===== src/sv/nevs_pkg.sv =====
// ----------------------------------------------------------------------------
// nevs_pkg
// Shared types, codes and constants of the note event window scheduler.
// ----------------------------------------------------------------------------
`default_nettype none

package nevs_pkg;

  localparam int unsigned MAX_NOTES_DEF  = 1024;
  localparam int unsigned MAX_EVENTS_DEF = 32;
  localparam logic [31:0] SPT_RESET      = 32'h0001_0000;

  typedef enum logic [1:0] {
    OP_LOAD   = 2'd0,
    OP_CLEAR  = 2'd1,
    OP_QUERY  = 2'd2,
    OP_UNUSED = 2'd3
  } op_t;

  typedef enum logic [2:0] {
    S_IDLE,
    S_RD,
    S_MUL,
    S_ADD,
    S_CMP,
    S_ON,
    S_OFF,
    S_OUT
  } state_t;

  typedef struct packed {
    logic [31:0] start_tick;
    logic [31:0] length_ticks;
    logic [6:0]  strength;
    logic [6:0]  pitch;
  } note_t;

  typedef struct packed {
    logic [15:0] offset;
    logic        is_on;
    logic [6:0]  pitch;
    logic [6:0]  strength;
  } event_t;

endpackage

`default_nettype wire


===== src/sv/nevs_sorter.sv =====
// ----------------------------------------------------------------------------
// nevs_sorter
// Row of insertion cells that keeps collected events sorted by offset.
// ----------------------------------------------------------------------------
`default_nettype none

module nevs_sorter #(
  parameter int unsigned N  = nevs_pkg::MAX_EVENTS_DEF,
  parameter int unsigned CW = $clog2(N + 1),
  parameter int unsigned IW = (N > 1) ? $clog2(N) : 1
) (
  input  wire logic             clk,
  input  wire logic             rst,
  input  wire logic             clear,
  input  wire logic             ins,
  input  wire nevs_pkg::event_t key,
  input  wire logic [IW-1:0]    rd_idx,
  output nevs_pkg::event_t      rd_data,
  output logic [CW-1:0]         count
);

  nevs_pkg::event_t ev [N];
  nevs_pkg::event_t ev_next [N];
  logic [N-1:0] gt;

  // A new key lands after every entry with an equal offset, which keeps
  // the order stable.
  for (genvar i = 0; i < N; i++) begin : g_cell
    assign gt[i] = (CW'(i) < count) && (ev[i].offset > key.offset);
    if (i == 0) begin : g_first
      always_comb begin
        if (gt[i] || (CW'(i) == count)) begin
          ev_next[i] = key;
        end else begin
          ev_next[i] = ev[i];
        end
      end
    end else begin : g_rest
      always_comb begin
        if (gt[i-1]) begin
          ev_next[i] = ev[i-1];
        end else if (gt[i] || (CW'(i) == count)) begin
          ev_next[i] = key;
        end else begin
          ev_next[i] = ev[i];
        end
      end
    end
    always_ff @(posedge clk) begin
      if (ins) begin
        ev[i] <= ev_next[i];
      end
    end
  end

  always_ff @(posedge clk) begin
    if (rst || clear) begin
      count <= '0;
    end else if (ins) begin
      count <= count + CW'(1);
    end
  end

  assign rd_data = ev[rd_idx];

endmodule

`default_nettype wire


===== config.mk =====
export PLATFORM = sky130hd
export DESIGN_NAME = nevs_sorter
export DESIGN_NICKNAME = d
export VERILOG_FILES = /design/src/sv/nevs_pkg.sv /design/src/sv/nevs_sorter.sv
export SDC_FILE = /design/constraint.sdc
export NUM_CORES = 2
export LEC_CHECK = 0
export ABC_AREA = 1
export BUFFER_PORTS_ARGS = -buffer_cell sky130_fd_sc_hd__buf_4
export CAP_MARGIN = 0
export CORE_MARGIN = 4
export CORE_UTILIZATION = 35
export CTS_CLUSTER_DIAMETER = 30
export CTS_CLUSTER_SIZE = 20
export DETAILED_ROUTE_END_ITERATION = 8
export PLACE_DENSITY_LB_ADDON = 0.05
export SLEW_MARGIN = 10
export SYNTH_ARGS = -nofsm -noshare
export SYNTH_HDL_FRONTEND = slang
export SYNTH_SLANG_ARGS = --single-unit

===== constraint.sdc =====
create_clock -name clk -period 4.5 [get_ports clk]
set_input_delay 0.225 -clock clk [delete_from_list [all_inputs] [get_ports clk]]
set_output_delay 0.225 -clock clk [all_outputs]
set_load 0.01 [all_outputs]

## Word level (Yosys, flattened, before mapping)

Memory sizes are Yosys's and may differ from the RTL's.
Cells that the tools add are included.

- Flip-flop bits (word level): 6
- Memory bits (writable): 992
- Input port bits: 40
- Word-level logic and storage cells: 229
- Memories kept: 1

Memories:

| name | depth | bits a word | rd ports | clocked after memory_dff | write ports | line | text |
|---|---|---|---|---|---|---|---|
| ev | 32 | 31 | 33 | 0 | 32 | nevs_sorter.sv:22 | `nevs_pkg::event_t ev [N];` |

- Add/sub/neg operators: 1
- Magnitude comparators: 64
- Equality and inequality tests: 31
- Multiplexer cells: 65
- Reductions and logical operators: 66

Operator list:

| cell | number |
|---|---|
| $mux 31 | 63 |
| $gt 16x16->1 | 32 |
| $eq 5x6->1 const A | 16 |
| $lt 5x6->1 const A | 16 |
| $eq 4x6->1 const A | 8 |
| $lt 4x6->1 const A | 8 |
| $logic_or 1x1->1 | 33 |
| $logic_and 1x1->1 | 32 |
| $eq 3x6->1 const A | 4 |
| $lt 3x6->1 const A | 4 |
| $eq 2x6->1 const A | 2 |
| $lt 1x6->1 const A | 2 |
| $lt 2x6->1 const A | 2 |
| $add 6x1->6 const B | 1 |
| $eq 1x6->1 const A | 1 |
| $logic_not 6->1 | 1 |
| $mux 1 | 2 |

## Logic depth before layout (Yosys ltp)

- Word-level depth: 5
- Gate-level depth with buffers: 17
- Gate-level depth less buffers: 15

## Worst setup path after synthesis

Ideal clock, no wire load.

- Path kind: input -> register
- From: input key[30] in the netlist's numbering
- To: memory ev[22][0] in the netlist's numbering, enable pin
- Setup time: 0.420 ns
- Arrival time: 4.038 ns
- Path slack: 0.042 ns
- Stages on the path: 14
- Cell sequence: inv_1 clkbuf_1 ha_1 nand2_1 nor2_1 nand3_1 nor2_1 nand2_1 nand3_1 nand2_2 buf_6 nand2_1 nor2_1 nor2_1

RTL lines:

| item | line | text |
|---|---|---|
| start: declaration | nevs_sorter.sv:16 | `input wire nevs_pkg::event_t key,` |
| end: declaration | nevs_sorter.sv:22 |  |

==> results.json <==
{
  "fmax_ghz": 0.2703,
  "critPathSlowestCell": "dfxtp_1",
  "synth_xor_area_share_pct": 0,
  "cts_buffers": 346,
  "ir_drop_mv": 0.3363,
  "grt_pass1_wl_mm": 362.7,
  "gp_congestion": 0.8430,
  "clockBufferDepth": 4,
  "cp.arrival_ps": 4250,
  "worstReg2RegStart": "count[1]",
  "fin_skew_ps": 64.66,
  "finalMaxSlewViolations": 0,
  "syn_area_per_cell_um2": 8.345,
  "total_power_uw": 34820,
  "drt-initial-drc-count": 4242,
  "wl_per_cell_um": 23.34,
  "drive_gt1_share_pct": 11.05,
  "synthFlopType": "edfxtp_1",
  "worst_slew_pin_slew_ps": 912.9,
  "via_count": 56120,
  "synth_top_area_share_pct": 46.47,
  "antenna_found_initial": 6,
  "synthMuxAreaShare_pct": 0,
  "die_area_um2": 190100,
  "rsz0062_at_grt": "no",
  "numClockSinks": 998,
  "coreArea_um2": 181500,
  "synth_area_um2": 64100,
  "synth_top_family_by_area": "simple AND/OR/NAND/NOR gates",
  "critPathTopFamily": "simple AND/OR/NAND/NOR gates",
  "cap_violations": 0,
  "setup_viol": 0,
  "required_ps": 5050,
  "io_pins": 77,
  "fin_crit_sh_pct": 82.21,
  "end_kind": "flop",
  "port-buffer-count": 76,
  "setup_tns_ps": 0,
  "htreeDepth": 5,
  "async_reset_ff_share_pct": 0,
  "place_area_um2": 67940,
  "min_period_ps": 3699,
  "cp-start-kind": "flop",
  "synthAdderAreaFrac_pct": 10.05,
  "insertion_delay_ps": 930,
  "grt_pass1_vias": 55589,
  "synth_compound_area_share_pct": 14.93,
  "dr.pass1.iters": 6,
  "dp.cells": 9859,
  "place_hpwl_mm": 174.1,
  "synth_edf_count": 992,
  "critPathKind": "reg2reg",
  "path_buf_inv": 2,
  "cp-startpoint": "count[1]",
  "hold_class": "in2reg",
  "finalHoldViolCount": 0,
  "row_count": 156,
  "clkTransAtPathRegs_ps": 50,
  "start_util_pct": 35.31,
  "syn_inst": 7681,
  "ys_ff_latch": 998,
  "track_usage_pct": 25.14,
  "slowest_delay_ps": 760,
  "nets": 8427,
  "cts_tree": "done",
  "cellPowerDensity_nw_per_um2": 441.3,
  "ant_nets": 0,
  "synth_nets": 8236,
  "root_buffer": "clkbuf_16",
  "crit_fanout": 21,
  "min_from": "key[28]",
  "gr-total-overflow": 0,
  "crit_top_cell": "nand2_1",
  "synthTopCellsByArea": "edfxtp_1, nand2_1, ha_1, a21oi_1, nor2_1",
  "routed_via_density": 5.341,
  "netlist_top_cells_count": "nand2_1, edfxtp_1, nor2_1, a21oi_1, nand3_1",
  "synth.distinct_cells": 43,
  "grt_max_degree": 143,
  "stdcell_area_um2": 78900,
  "fin_cells": 10507,
  "nFillCells": 17930,
  "die_x_um": 436.0,
  "relSlewSlack_pct": 38.99,
  "synthSimpleGateAreaFrac_pct": 22.62,
  "p_leak_uw": 0.03383,
  "status": "completed",
  "synth_most_common_cell": "nand2_1",
  "die_height_um": 436.0,
  "syn2layout_area_growth_pct": 23.09,
  "synth.largest_area_cell": "edfxtp_1",
  "ys_seq_area_share_pct": 46.66,
  "ys_warn_count": 0,
  "drc_errors": 0,
  "crit_path_cell_trace": "inv_1 > ha_1 > nand3_1 > nand2_1 > a21oi_4 > nand2_2 > nand2_1 > nor2_1 > nor2_4 > buf_4",
  "final_util_pct": 43.46,
  "wirelength_mm": 245.2
}
## final timing paths
kind | slack, ps | endpoint | cells after the start
hold / removal | 160 | ev[0][28] | 2
setup reg to reg | 800 | ev[4][30] | 10
setup / recovery | 800 | ev[4][30] | 10
hold reg to reg | 490 | ev[22][1] | 2
## final cells by class
| type | count | area, um^2 | area share, % |
|---|---|---|---|
| multi-input combinational | 5783 | 30610 | 38.79 |
| sequential | 998 | 29910 | 37.91 |
| clock buffer | 409 | 9001 | 11.41 |
| timing repair buffer | 364 | 3373 | 4.275 |
| tap | 2370 | 2965 | 3.758 |
| clock inverter | 203 | 1602 | 2.030 |
| inverter | 379 | 1439 | 1.824 |
| antenna | 1 | 2.502 | 0.003172 |
## routing by layer
| layer | part of all wire [%] | track usage, % | vias to the layer above |
|---|---|---|---|
| met2 | 49 | 43.71 | 1533 |
| met5 | 0 | 0 | - |
| met1 | 42 | 31.60 | 27013 |
| met3 | 4.4 | 3.290 | 462 |
| li1 | - | - | 27112 |
| met4 | 3.9 | 9.969 | 0 |
## power breakdown
group | internal [uW] | leakage, uW | switching [uW]
clock network | 15300 | 0.00524 | 6520
registers | 10300 | 0.00899 | 38.0
logic | 825 | 0.0196 | 1820
total | 26400 | 0.0338 | 8380
## state kept, by name (all words and copies together) (netlist names)
name   count
count      6
ev       992
## placed cells by master (no fill, tap or decap), drive strengths merged, types with 24 or more instances in the layout
cell type | netlist | routed
o21bai | 145 | 145
dlygate4sd3 | 0 | 35
o221ai | 116 | 116
nand3 | 576 | 576
nand2 | 2108 | 2108
clkinv | 1 | 171
o21ai | 535 | 535
o22ai | 29 | 29
bufinv | 0 | 24
a21oi | 723 | 723
buf | 201 | 329
ha | 515 | 515
nand4 | 25 | 25
nor2 | 870 | 870
a211oi | 67 | 67
inv | 378 | 383
edfxtp | 992 | 992
clkbuf | 320 | 409
## what timing repair did
item,in CTS,in global routing
resized for setup,0,0
hold buffers,35,0
endpoints found under the hold margin,661,0
buffers inserted,0,0
## kinds of logic (layout without fill, tap and decap cells)
kind of cell,Yosys count,after routing
DFF,998,998
adders and majority gates,515,515
other,0,1
buffers and inverters,900,1355
AOI/OAI and AO/OA,1657,1657
and+or+nand+nor,3611,3611
## stage by stage
step / hold slack, ps / setup slack [ps]
after floorplan: 323.9 / 41.93
after global placement: 478.9 / 658.1
after detailed placement: 484.1 / 698.8
after CTS: 86.25 / 825.5
after global routing: 119.3 / 720.3
final: 160.0 / 800.6
Note: power is estimated with default switching activity, not from simulation.
